===== src/rtl/tga_rle_pkg.sv =====
package tga_rle_pkg;

  typedef logic [7:0]  byte_t;
  typedef logic [1:0]  cfg_idx_t;
  typedef logic [31:0] cfg_data_t;
  typedef logic [1:0]  fmt_t;

  localparam fmt_t FMT_RGB555 = 2'd0;
  localparam fmt_t FMT_BGR24  = 2'd1;
  localparam fmt_t FMT_BGRA32 = 2'd2;

  localparam cfg_idx_t REG_PIXEL_FORMAT = 2'd0;
  localparam cfg_idx_t REG_RLE_ENABLE   = 2'd1;
  localparam cfg_idx_t REG_PIXEL_COUNT  = 2'd2;

  localparam byte_t ALPHA_OPAQUE = 8'hFF;

  // floor(x * 255 / 31) for a 5-bit channel, as 8x + floor(7x / 31);
  // floor(7x / 31) == floor(x * 232 / 1024) for every 5-bit x
  function automatic byte_t expand5(input logic [4:0] x);
    logic [12:0] prod;
    prod = 13'(x) * 13'd232;
    return {x, 3'b000} + {5'd0, prod[12:10]};
  endfunction

endpackage


===== src/rtl/tga_rle_ifs.sv =====
interface tga_rle_byte_if;
  import tga_rle_pkg::*;
  logic  valid;
  logic  ready;
  byte_t in_byte;
  modport source (output valid, output in_byte, input ready);
  modport sink   (input valid, input in_byte, output ready);
endinterface

interface tga_rle_pixel_if;
  import tga_rle_pkg::*;
  logic  valid;
  logic  ready;
  byte_t blue;
  byte_t green;
  byte_t red;
  byte_t alpha;
  byte_t repeat_count;
  logic  image_done;
  modport source (output valid, output blue, output green, output red, output alpha,
                  output repeat_count, output image_done, input ready);
  modport sink   (input valid, input blue, input green, input red, input alpha,
                  input repeat_count, input image_done, output ready);
endinterface

interface tga_rle_cfg_if;
  import tga_rle_pkg::*;
  logic      valid;
  logic      ready;
  cfg_idx_t  index;
  cfg_data_t data;
  modport source (output valid, output index, output data, input ready);
  modport sink   (input valid, input index, input data, output ready);
endinterface


===== src/rtl/tga_rle_pixel_decoder_unit.sv =====
// Timing: a byte that completes a pixel shows its result on the output in the
// cycle after its transfer; header bytes and leading pixel bytes give none.
// Throughput: one byte per cycle, set by the packet/pixel state update; the
// input stalls only while a result waits and is not taken.
// Reset (synchronous, rst high) and any register write restart the image.
module tga_rle_pixel_decoder_unit (
  input logic             clk,
  input logic             rst,
  tga_rle_byte_if.sink    stream,
  tga_rle_pixel_if.source pixel,
  tga_rle_cfg_if.sink     cfg
);
  import tga_rle_pkg::*;

  fmt_t        pixel_format;
  logic        rle_enable;
  logic [31:0] pixel_count;

  logic        expect_header;
  logic [1:0]  byte_position;
  logic        packet_is_run;
  logic [7:0]  packet_pixels_left;
  logic [23:0] partial_pixel;
  logic [31:0] image_pixels_left;

  logic        out_valid;
  byte_t       blue, green, red, alpha, repeat_count;
  logic        image_done;

  logic        in_xfer, cfg_xfer, cfg_hit;
  logic        is_header, pixel_last;
  logic [2:0]  nbytes;
  logic [31:0] count_eff;
  logic [15:0] word;
  byte_t       blue_next, green_next, red_next, alpha_next;
  byte_t       rep_raw, rep_next;
  logic [7:0]  ppl_next;
  logic [31:0] ipl_next;
  logic        done_next;

  assign stream.ready = !out_valid || pixel.ready;
  assign cfg.ready    = 1'b1;
  assign in_xfer      = stream.valid && stream.ready;
  assign cfg_xfer     = cfg.valid;
  assign cfg_hit      = cfg_xfer && (cfg.index == REG_PIXEL_FORMAT ||
                        cfg.index == REG_RLE_ENABLE || cfg.index == REG_PIXEL_COUNT);

  assign count_eff  = (pixel_count == '0) ? 32'd1 : pixel_count;
  assign is_header  = rle_enable && expect_header;
  assign pixel_last = ({1'b0, byte_position} + 3'd1) >= nbytes;
  assign word       = {stream.in_byte, partial_pixel[7:0]};

  always_comb begin
    unique case (pixel_format)
      FMT_RGB555: nbytes = 3'd2;
      FMT_BGR24:  nbytes = 3'd3;
      default:    nbytes = 3'd4;
    endcase
  end

  always_comb begin
    blue_next  = partial_pixel[7:0];
    green_next = partial_pixel[15:8];
    red_next   = partial_pixel[23:16];
    alpha_next = stream.in_byte;
    unique case (pixel_format)
      FMT_RGB555: begin
        blue_next  = expand5(word[4:0]);
        green_next = expand5(word[9:5]);
        red_next   = expand5(word[14:10]);
        alpha_next = ALPHA_OPAQUE;
      end
      FMT_BGR24: begin
        red_next   = stream.in_byte;
        alpha_next = ALPHA_OPAQUE;
      end
      default: ;
    endcase
  end

  always_comb begin
    rep_raw  = 8'd1;
    ppl_next = packet_pixels_left;
    if (rle_enable) begin
      if (packet_is_run) begin
        rep_raw  = packet_pixels_left;
        ppl_next = '0;
      end else if (packet_pixels_left != '0) begin
        ppl_next = packet_pixels_left - 8'd1;
      end
      if (rep_raw == '0) begin
        rep_raw = 8'd1;
      end
    end
    rep_next  = ({24'd0, rep_raw} > image_pixels_left) ? image_pixels_left[7:0] : rep_raw;
    ipl_next  = image_pixels_left - {24'd0, rep_next};
    done_next = (ipl_next == '0);
  end

  always_ff @(posedge clk) begin
    if (rst) begin
      pixel_format       <= FMT_BGRA32;
      rle_enable         <= 1'b0;
      pixel_count        <= 32'd1;
      expect_header      <= 1'b0;
      byte_position      <= '0;
      packet_is_run      <= 1'b0;
      packet_pixels_left <= '0;
      partial_pixel      <= '0;
      image_pixels_left  <= 32'd1;
    end else if (cfg_hit) begin
      unique case (cfg.index)
        REG_PIXEL_FORMAT: begin
          pixel_format      <= cfg.data[1:0];
          expect_header     <= rle_enable;
          image_pixels_left <= count_eff;
        end
        REG_RLE_ENABLE: begin
          rle_enable        <= cfg.data[0];
          expect_header     <= cfg.data[0];
          image_pixels_left <= count_eff;
        end
        default: begin
          pixel_count       <= cfg.data;
          expect_header     <= rle_enable;
          image_pixels_left <= (cfg.data == '0) ? 32'd1 : cfg.data;
        end
      endcase
      byte_position      <= '0;
      packet_is_run      <= 1'b0;
      packet_pixels_left <= '0;
      partial_pixel      <= '0;
    end else if (in_xfer) begin
      priority if (is_header) begin
        packet_is_run      <= stream.in_byte[7];
        packet_pixels_left <= {1'b0, stream.in_byte[6:0]} + 8'd1;
        expect_header      <= 1'b0;
        byte_position      <= '0;
      end else if (!pixel_last) begin
        unique case (byte_position)
          2'd0:    partial_pixel[7:0]   <= stream.in_byte;
          2'd1:    partial_pixel[15:8]  <= stream.in_byte;
          default: partial_pixel[23:16] <= stream.in_byte;
        endcase
        byte_position <= byte_position + 2'd1;
      end else if (done_next) begin
        expect_header      <= rle_enable;
        byte_position      <= '0;
        packet_is_run      <= 1'b0;
        packet_pixels_left <= '0;
        partial_pixel      <= '0;
        image_pixels_left  <= count_eff;
      end else begin
        byte_position      <= '0;
        partial_pixel      <= '0;
        packet_pixels_left <= ppl_next;
        if (rle_enable && ppl_next == '0) begin
          expect_header <= 1'b1;
        end
        image_pixels_left  <= ipl_next;
      end
    end
  end

  // result register
  always_ff @(posedge clk) begin
    if (rst) begin
      out_valid <= 1'b0;
    end else if (in_xfer && !is_header && pixel_last) begin
      out_valid <= 1'b1;
    end else if (pixel.ready) begin
      out_valid <= 1'b0;
    end
  end

  always_ff @(posedge clk) begin
    if (in_xfer && !is_header && pixel_last) begin
      blue         <= blue_next;
      green        <= green_next;
      red          <= red_next;
      alpha        <= alpha_next;
      repeat_count <= rep_next;
      image_done   <= done_next;
    end
  end

  assign pixel.valid        = out_valid;
  assign pixel.blue         = blue;
  assign pixel.green        = green;
  assign pixel.red          = red;
  assign pixel.alpha        = alpha;
  assign pixel.repeat_count = repeat_count;
  assign pixel.image_done   = image_done;

  a_pos_in_range: assert property (@(posedge clk) disable iff (rst)
    ({1'b0, byte_position} < nbytes))
    else $error("byte position past pixel size");

  a_pixels_left: assert property (@(posedge clk) disable iff (rst)
    (image_pixels_left != '0))
    else $error("image pixel counter reached zero without restart");

  a_repeat_range: assert property (@(posedge clk) disable iff (rst)
    pixel.valid |-> (pixel.repeat_count != '0 && pixel.repeat_count <= 8'd128))
    else $error("repeat count out of range");

  a_stall_only_full: assert property (@(posedge clk) disable iff (rst)
    !stream.ready |-> out_valid)
    else $error("input stalled with empty result register");

endmodule

===== src/flat_wrapper.sv =====
// flat-port wrapper written by rule: the top's interface ports become plain ports
module tga_rle_pixel_decoder_unit_flat import tga_rle_pkg::*;
  (clk, rst, stream_valid, stream_in_byte, stream_ready, pixel_valid, pixel_blue, pixel_green, pixel_red, pixel_alpha, pixel_repeat_count, pixel_image_done, pixel_ready, cfg_valid, cfg_index, cfg_data, cfg_ready);
  tga_rle_byte_if stream_i ();
  tga_rle_pixel_if pixel_i ();
  tga_rle_cfg_if cfg_i ();
  input logic clk;
  input logic rst;
  input wire logic [$bits(stream_i.valid)-1:0] stream_valid;
  input wire logic [$bits(stream_i.in_byte)-1:0] stream_in_byte;
  output wire logic [$bits(stream_i.ready)-1:0] stream_ready;
  output wire logic [$bits(pixel_i.valid)-1:0] pixel_valid;
  output wire logic [$bits(pixel_i.blue)-1:0] pixel_blue;
  output wire logic [$bits(pixel_i.green)-1:0] pixel_green;
  output wire logic [$bits(pixel_i.red)-1:0] pixel_red;
  output wire logic [$bits(pixel_i.alpha)-1:0] pixel_alpha;
  output wire logic [$bits(pixel_i.repeat_count)-1:0] pixel_repeat_count;
  output wire logic [$bits(pixel_i.image_done)-1:0] pixel_image_done;
  input wire logic [$bits(pixel_i.ready)-1:0] pixel_ready;
  input wire logic [$bits(cfg_i.valid)-1:0] cfg_valid;
  input wire logic [$bits(cfg_i.index)-1:0] cfg_index;
  input wire logic [$bits(cfg_i.data)-1:0] cfg_data;
  output wire logic [$bits(cfg_i.ready)-1:0] cfg_ready;
  assign stream_i.valid = stream_valid;
  assign stream_i.in_byte = stream_in_byte;
  assign stream_ready = stream_i.ready;
  assign pixel_valid = pixel_i.valid;
  assign pixel_blue = pixel_i.blue;
  assign pixel_green = pixel_i.green;
  assign pixel_red = pixel_i.red;
  assign pixel_alpha = pixel_i.alpha;
  assign pixel_repeat_count = pixel_i.repeat_count;
  assign pixel_image_done = pixel_i.image_done;
  assign pixel_i.ready = pixel_ready;
  assign cfg_i.valid = cfg_valid;
  assign cfg_i.index = cfg_index;
  assign cfg_i.data = cfg_data;
  assign cfg_ready = cfg_i.ready;
  tga_rle_pixel_decoder_unit u_core (.clk(clk), .rst(rst), .stream(stream_i), .pixel(pixel_i), .cfg(cfg_i));
endmodule

===== config.mk =====
export PLATFORM = sky130hd
export DESIGN_NAME = tga_rle_pixel_decoder_unit_flat
export DESIGN_NICKNAME = d
export VERILOG_FILES = /design/src/rtl/tga_rle_pkg.sv /design/src/rtl/tga_rle_ifs.sv /design/src/rtl/tga_rle_pixel_decoder_unit.sv /design/src/flat_wrapper.sv
export SDC_FILE = /design/constraint.sdc
export NUM_CORES = 1
export LEC_CHECK = 0
export ABC_AREA = 0
export BUFFER_PORTS_ARGS = -buffer_cell sky130_fd_sc_hd__clkbuf_2
export CAP_MARGIN = 20
export CORE_UTILIZATION = 56
export CTS_BUF_LIST = sky130_fd_sc_hd__clkbuf_8
export DETAILED_ROUTE_END_ITERATION = 8
export PLACE_DENSITY = 0.79
export SYNTH_ARGS = -nofsm -noshare
export SYNTH_HDL_FRONTEND = slang
export SYNTH_SLANG_ARGS = --single-unit

===== constraint.sdc =====
create_clock -name clk -period 5.7 [get_ports clk]
set_input_delay 0.285 -clock clk [delete_from_list [all_inputs] [get_ports clk]]
set_output_delay 0.285 -clock clk [all_outputs]
set_load 0.05 [all_outputs]

==> flow_metrics.py, run 1 <==
metrics = {
    "clocking": {
        "clk_pin_slew_worst_paths_ns": 0.08,
        "cts_made_buffers": 17,
        "cts-root-buf": "clkbuf_8",
        "clk_path_buf_depth": 2,
        "cts_tree": "done",
        "cts_max_level": 4,
        "cts.sinks": 145,
        "worstSkewPairLatency_ns": 0.45,
        "holdBufCountCts": 0,
    },
    "global_route": {
        "grt_pass1_wl_um": 43170,
        "grt_pass1_vias": 8515,
        "grt_max_degree": 66,
        "track_usage_pct": 30.33,
        "antenna_found_initial": 0,
        "overflow": 0,
    },
    "logic_synthesis": {
        "ys.flop_type": "dfxtp_1",
        "netlist.area_leader.share_pct": 21.39,
        "async_flop_share_pct": 0,
        "ys_warn_count": 0,
        "synth_seq_area_share_pct": 34.04,
        "synth_mux_area_share_pct": 4.049,
        "synth_cells": 1122,
        "synth.distinct_cells": 78,
        "syn-cell-area_um2": 9733,
        "synthTopCellsByArea": "dfxtp_1 (21%), edfxtp_1 (13%), ha_1 (11%), nand2_1 (5.4%), a21oi_1 (4.3%)",
        "synth.net_count": 1264,
        "synth_top_family_by_area": "simple AND/OR/NAND/NOR gates",
        "synth_edf_count": 41,
        "syn_area_per_cell_um2": 8.675,
        "ys_seq_elements": 145,
        "synth_fa_ha_area_share_pct": 13.22,
        "yosys.area.top_type": "dfxtp_1",
        "synth_xor_area_share_pct": 3.060,
        "synth_compound_area_share_pct": 20.07,
        "synthSimpleGateAreaFrac_pct": 21.22,
    },
    "setup_path": {
        "crit_end": "u_core.image_pixels_left[14]$_SDFFE_PP0P_",
        "timing_worst_setup_path_type": "reg2reg",
        "startpoint": "u_core.image_pixels_left[18]$_SDFFE_PP0P_",
        "crit_path_max_fanout": 14,
        "regToRegEndpoint": "u_core.image_pixels_left[14]$_SDFFE_PP0P_",
        "cp-end-kind": "register",
        "worst_r2r_path_depth": 19,
        "r2r-start": "u_core.image_pixels_left[18]$_SDFFE_PP0P_",
        "crit_path_start_kind": "register",
        "worstPathArrival_ns": 5.85,
        "r2r_setup_slack_ns": 0.20,
        "critPathRequiredTime_ns": 6.05,
    },
    "drt": {
        "drt-wirelength-per-cell_um": 18.63,
        "routed_wl_um": 26980,
        "vias": 9139,
        "viasPerCell": 6.311,
        "drc_errors": 0,
        "drtPass1Iterations": 5,
        "drtIter0Drc": 859,
        "ant_nets": 0,
    },
    "die": {
        "die_y_um": 133.8,
        "ioPinCount": 91,
        "rows": 47,
        "initial_core_util_pct": 58.07,
        "design.core.area_um2": 16760,
        "die_w_um": 133.8,
        "dieArea_um2": 17910,
    },
    "placement": {
        "io_buffers": 89,
        "dp_hpwl_um": 19280,
        "dpl-instance-area_um2": 10570,
        "gp_congestion": 0.9792,
        "placed_cells": 1409,
    },
    "sta": {
        "finalHoldViolations": 0,
        "hold-worst-slack_ns": 0.06933,
        "clock_skew_ns": 0.008503,
        "setup_viol": 0,
        "worstMarginPinSlew_ns": 0.7929,
        "period_minus_slack_ns": 5.502,
        "fmax_mhz": 181.8,
        "maxSlewViolCount": 0,
        "period_share_pct": 96.53,
        "maxSlewHeadroom_pct": 47.01,
    },
    "layout": {
        "num_antenna_cells": 0,
        "seqCellArea_um2": 3324,
        "nets": 1357,
        "area_delta_synth_final_pct": 14.89,
        "fin_area_um2": 11180,
        "stdcell_count": 1448,
        "fillers": 1369,
        "multi_input_area_um2": 6121,
        "drive_gt1_share_pct": 18.57,
    },
    "worst_hold_path": {
        "hp-start": "cfg_data[30]",
        "hold_class": "in2reg",
    },
    "pwr": {
        "net-switching-power_mw": 0.8832,
        "p_clk_share_pct": 31.1,
        "leakage_nw": 4.648,
        "vdd_ir_drop_max_mv": 0.1557,
        "p_int_mw": 1.763,
        "combPwrFrac_pct": 25.4,
        "p_per_area_nw_per_um2": 236.7,
        "switching_share_pct": 33.37,
        "seqPwrFrac_pct": 43.5,
    },
    "flow_run": {
        "cap_violations": 0,
    },
    "run_status": {
        "status": "finished, final reports clean",
    },
}
[power groups by stage]
stage | Combinational (mW) | Clock, mW | Sequential, mW
floorplan | 0.416 | 0 | 1.18
detailed placement | 0.635 | 0 | 1.17
global placement | 0.623 | 0 | 1.17
finish | 0.671 | 0.824 | 1.15
global route | 0.736 | 0.866 | 1.16
CTS | 0.640 | 0.824 | 1.15
[cell usage in the layout, fill, tap and decap left out, drive strengths merged, types with 5 or more instances in the layout]
master    instances
nand2           141
clkbuf          109
dfxtp           104
a21oi            83
ha               82
nor2             78
buf              56
o21ai            46
edfxtp           41
nor3             37
mux2i            36
inv              34
nor4             32
a22oi            28
nor2b            22
xnor2            20
nand3            20
a21o             19
or3              19
nand4            14
xor2             14
and3             13
fa               13
nand2b           12
a211oi           12
a2111oi          11
o31ai            10
a31oi             8
a311oi            8
or2               6
o21a              6
a21boi            6
a221oi            6
nand3b            5
o2111ai           5
o221ai            5
clkinvlp          5
and2              5
or4               5
[metal layers]
layer,vias up,routed length [um],GRT usage (%)
met5,-,0,0
li1,4320,-,-
met1,4365,12290,43.62
met4,0,469,9.343
met3,39,2164,5.442
met2,415,12060,46.14
[area by class of cell]
class	instances	share of cell area, %
clock buffer	18	2.216
sequential	145	29.73
clock inverter	14	1.264
tap	220	2.462
inverter	31	1.041
timing repair buffer	147	8.549
multi-input combinational	873	54.74
[state kept, by name, summed over array words and instances, names as in the netlist]
register / cells
u_core.packet_is_run: 1
u_core.pixel.alpha: 8
u_core.expect_header: 1
u_core.byte_position: 2
u_core.pixel.image_done: 1
u_core.pixel.red: 8
u_core.pixel.blue: 8
u_core.rle_enable: 1
u_core.pixel.repeat_count: 8
u_core.pixel.valid: 1
u_core.pixel_format: 2
u_core.packet_pixels_left: 8
u_core.partial_pixel: 24
u_core.pixel_count: 32
u_core.image_pixels_left: 32
u_core.pixel.green: 8
[kinds of logic after synthesis]
kind of cell,Yosys count
and+or+nand+nor,417
AOI/OAI and AO/OA,287
DFF,145
buffers and inverters,104
adders and majority gates,95
muxes,39
xor gates and xnor gates,34
other,1
[worst min-delay path by stage]
stage / end / slack [ns] / depth (start not counted)
floorplan: u_core.pixel_format[1]$_SDFFE_PP1P_ / 0.40 / 1
finish: u_core.pixel_count[30]$_SDFFE_PP0P_ / 0.07 / 3
CTS: u_core.pixel_count[30]$_SDFFE_PP0P_ / 0.05 / 3
global placement: u_core.pixel_count[28]$_SDFFE_PP0P_ / 0.47 / 2
global route: u_core.pixel_count[22]$_SDFFE_PP0P_ / 0.07 / 3
detailed placement: u_core.pixel_count[16]$_SDFFE_PP0P_ / 0.48 / 2
[timing repair]
action | 4_1_cts | 5_1_grt
setup buffers | 0 | 4
endpoints found under the setup margin | 0 | 42
resized for setup | 0 | 34
[through the flow]
| stage | setup slack (ns) | setup TNS [ns] | util, % | total power [mW] |
|---|---|---|---|---|
| CTS | 0.01521 | 0 | 65.38 | 2.613 |
| global route | -0.01641 | -0.02385 | 66.72 | 2.758 |
| finish | 0.1980 | 0 | 66.72 | 2.647 |
| floorplan | 0.02915 | 0 | - | 1.598 |
| detailed placement | 0.08951 | 0 | 63.06 | 1.808 |
| global placement | 0.2226 | 0 | 63.06 | 1.794 |
[critical path: stages (launching register included)]
cell and delay, ns:
dfxtp_1 0.36, or4_4 0.53, or3_4 0.40, or3_4 0.44
nor4_4 0.14, buf_4 0.19, buf_6 0.16, nor2b_1 0.07
a21oi_1 0.12, ha_1 0.30, a21oi_2 0.23, a21oi_2 0.12
o2111a_2 0.34, o31ai_4 0.28, nand3_1 0.10, or4b_4 0.50
nor4_4 0.41, buf_6 0.20, a2111oi_0 0.15, a2111oi_2 0.36
[Yosys cell counts (22+ instances only)]
master,count
nand2_1,141
dfxtp_1,104
a21oi_1,83
ha_1,82
nor2_1,77
clkbuf_1,60
o21ai_0,43
edfxtp_1,41
nor3_1,37
mux2i_1,36
inv_1,31
nor4_1,29
a22oi_1,28
nor2b_1,22
No activity file was read; power rests on OpenSTA's default activity.
==> inputs of run 2 (changes only) <==
--- a/config.mk
+++ b/config.mk
@@ -11,6 +11,7 @@
 export CORE_UTILIZATION = 56
 export CTS_BUF_LIST = sky130_fd_sc_hd__clkbuf_8
 export DETAILED_ROUTE_END_ITERATION = 8
+export MAX_ROUTING_LAYER = met4
 export PLACE_DENSITY = 0.79
 export SYNTH_ARGS = -nofsm -noshare
 export SYNTH_HDL_FRONTEND = slang
==> flow_metrics.py, run 2 (synthesis gave the netlist of run 1 again) <==
metrics = {
    "clocking": {
        "clk_path_buf_depth": 2,
        "cts-root-buf": "clkbuf_8",
        "clk_pin_slew_worst_paths_ns": 0.09,
        "cts_made_buffers": 17,
        "cts_tree": "done",
        "cts.sinks": 145,
        "cts_max_level": 4,
        "worstSkewPairLatency_ns": 0.48,
    },
    "global_route": {
        "grt_pass1_vias": 8417,
        "grt_max_degree": 55,
        "track_usage_pct": 31.74,
        "overflow": 0,
        "grt_pass1_wl_um": 43440,
        "antenna_found_initial": 0,
    },
    "layout": {
        "most-common-layout-cells": "nand2_1 (140), dfxtp_1 (103), clkbuf_2 (89)",
        "stdcell_count": 1450,
        "fin_area_um2": 11160,
        "nets": 1359,
        "area_delta_synth_final_pct": 14.66,
        "final_common_cell": "nand2_1",
        "num_antenna_cells": 0,
        "reg_top3": "u_core.image_pixels_left: 32 flops, u_core.pixel_count: 32 flops, u_core.partial_pixel: 24 flops",
        "drive_gt1_share_pct": 18.46,
    },
    "sta": {
        "maxSlewHeadroom_pct": 47.83,
        "fmax_mhz": 180.2,
        "worstMarginPinSlew_ns": 0.7807,
        "period_minus_slack_ns": 5.548,
        "period_share_pct": 97.34,
        "maxSlewViolCount": 0,
        "setup_viol": 0,
        "hold-worst-slack_ns": 0.04046,
        "fin_tns_setup_ns": 0,
        "clock_skew_ns": 0.007760,
        "finalHoldViolations": 0,
    },
    "drt": {
        "m1WireLength_um": 12300,
        "drt-wirelength-per-cell_um": 18.53,
        "route.met3.wl_um": 1981,
        "top_layer_used": "met4",
        "routed_wl_um": 26870,
        "viasPerCell": 6.258,
        "wl_met2_um": 11950,
        "drtPass1Iterations": 5,
        "drc_errors": 0,
        "vias": 9074,
        "ant_nets": 0,
        "drtIter0Drc": 915,
    },
    "setup_path": {
        "timing_worst_setup_path_type": "reg2reg",
        "path_cells": "or4_4, or3_1, or3_4, nor4_4, buf_4, buf_6, nor2b_1, a21oi_1, ha_2, a21oi_2, a21oi_2, o2111a_2, o31ai_4, nand3_1, or4b_4, nor4_4, buf_4, buf_6, buf_12, mux2_2, o22ai_1",
        "cp_slowest_cell": "or4_4",
        "crit_path_start_kind": "register",
        "critPathBufInv": 5,
        "critPathRequiredTime_ns": 6.10,
        "crit_path_max_fanout": 16,
        "cpPeakStageDelay_ns": 0.58,
        "crit_family": "simple AND/OR/NAND/NOR gates",
        "worstPathArrival_ns": 5.95,
        "cp-end-kind": "register",
    },
    "worst_hold_path": {
        "hold_class": "in2reg",
    },
    "placement": {
        "gp_congestion": 0.9991,
        "placed_cells": 1409,
        "dpl-instance-area_um2": 10560,
        "io_buffers": 89,
        "dp_hpwl_um": 19430,
    },
    "die": {
        "design.core.area_um2": 16760,
        "initial_core_util_pct": 58.07,
        "ioPinCount": 91,
        "die_y_um": 133.8,
        "die_w_um": 133.8,
        "rows": 47,
        "dieArea_um2": 17910,
    },
    "pwr": {
        "p_clk_share_pct": 31.8,
        "vdd_ir_drop_max_mv": 0.1615,
        "p_int_mw": 1.733,
        "net-switching-power_mw": 0.9335,
        "p_per_area_nw_per_um2": 238.9,
        "combPwrFrac_pct": 25.0,
        "leakage_nw": 4.652,
        "seqPwrFrac_pct": 43.2,
        "switching_share_pct": 35.01,
    },
    "flow_run": {
        "cap_violations": 0,
    },
    "run_status": {
        "status": "finished, final reports clean",
    },
}
-- run 2: what timing repair did --
| item | CTS | global route |
|---|---|---|
| cloned | 0 | 1 |
| setup buffers | 0 | 6 |
| pin swaps | 1 | 4 |
| hold buffers | 0 | 0 |
| resized for setup | 1 | 25 |
| setup endpoints to repair | 1 | 42 |
-- run 2: area by class of cell --
cell class	instances	area, um2
Multi-Input combinational cell	873	6100
Fill cell	1402	5600
Sequential cell	145	3317
Timing Repair Buffer	149	948.4
Tap cell	220	275.3
Clock buffer	17	234.0
Clock inverter	15	168.9
Inverter	31	116.4
-- run 2: worst reg2reg max path: stages, from the launching register on --
cell and delay [ns]:
dfxtp_1 0.33, or4_4 0.58, or3_1 0.43, or3_4 0.45
nor4_4 0.14, buf_4 0.19, buf_6 0.16, nor2b_1 0.07
a21oi_1 0.14, ha_2 0.34, a21oi_2 0.20, a21oi_2 0.12
o2111a_2 0.34, o31ai_4 0.27, nand3_1 0.13, or4b_4 0.51
nor4_4 0.24, buf_4 0.15, buf_6 0.13, buf_12 0.12
mux2_2 0.32, o22ai_1 0.11
-- run 2: path summary, 6_finish.rpt --
| path | endpoint | cells after the start | slack, ns | start |
|---|---|---|---|---|
| worst max-delay path | u_core.image_pixels_left[2]$_SDFFE_PP0P_ | 21 | 0.15 | u_core.image_pixels_left[16]$_SDFFE_PP0P_ |
| worst min-delay path | u_core.pixel_count[11]$_SDFFE_PP0P_ | 3 | 0.04 | cfg_data[11] |
| worst max register to register | u_core.image_pixels_left[2]$_SDFFE_PP0P_ | 21 | 0.15 | u_core.image_pixels_left[16]$_SDFFE_PP0P_ |
| worst min register to register | u_core.pixel_count[16]$_SDFFE_PP0P_ | 2 | 0.49 | u_core.pixel_count[16]$_SDFFE_PP0P_ |
-- run 2: power by group through the flow --
stage,clock network (mW),registers [mW],logic [mW]
3_5_place_dp,0,1.17,0.636
3_3_place_gp,0,1.17,0.625
6_report,0.847,1.15,0.668
4_1_cts,0.852,1.15,0.642
2_1_floorplan,0,1.18,0.416
5_1_grt,0.899,1.16,0.734
-- run 2: per-stage QoR --
step / utilization (%) / worst slack [ns] / total power [mW]
after floorplan: - / 0.02915 / 1.598
after global placement: 62.99 / 0.2155 / 1.798
after detailed placement: 62.99 / 0.02124 / 1.809
after CTS: 65.42 / 0.04611 / 2.644
after global routing: 66.58 / -0.04995 / 2.791
final: 66.58 / 0.1519 / 2.666
-- run 2: per-layer routing --
| layer | up-vias | track usage (%) |
|---|---|---|
| met5 | - | - |
| met1 | 4296 | 44.01 |
| met3 | 59 | 5.442 |
| met2 | 398 | 46.95 |
| li1 | 4321 | - |
| met4 | 0 | 10.23 |
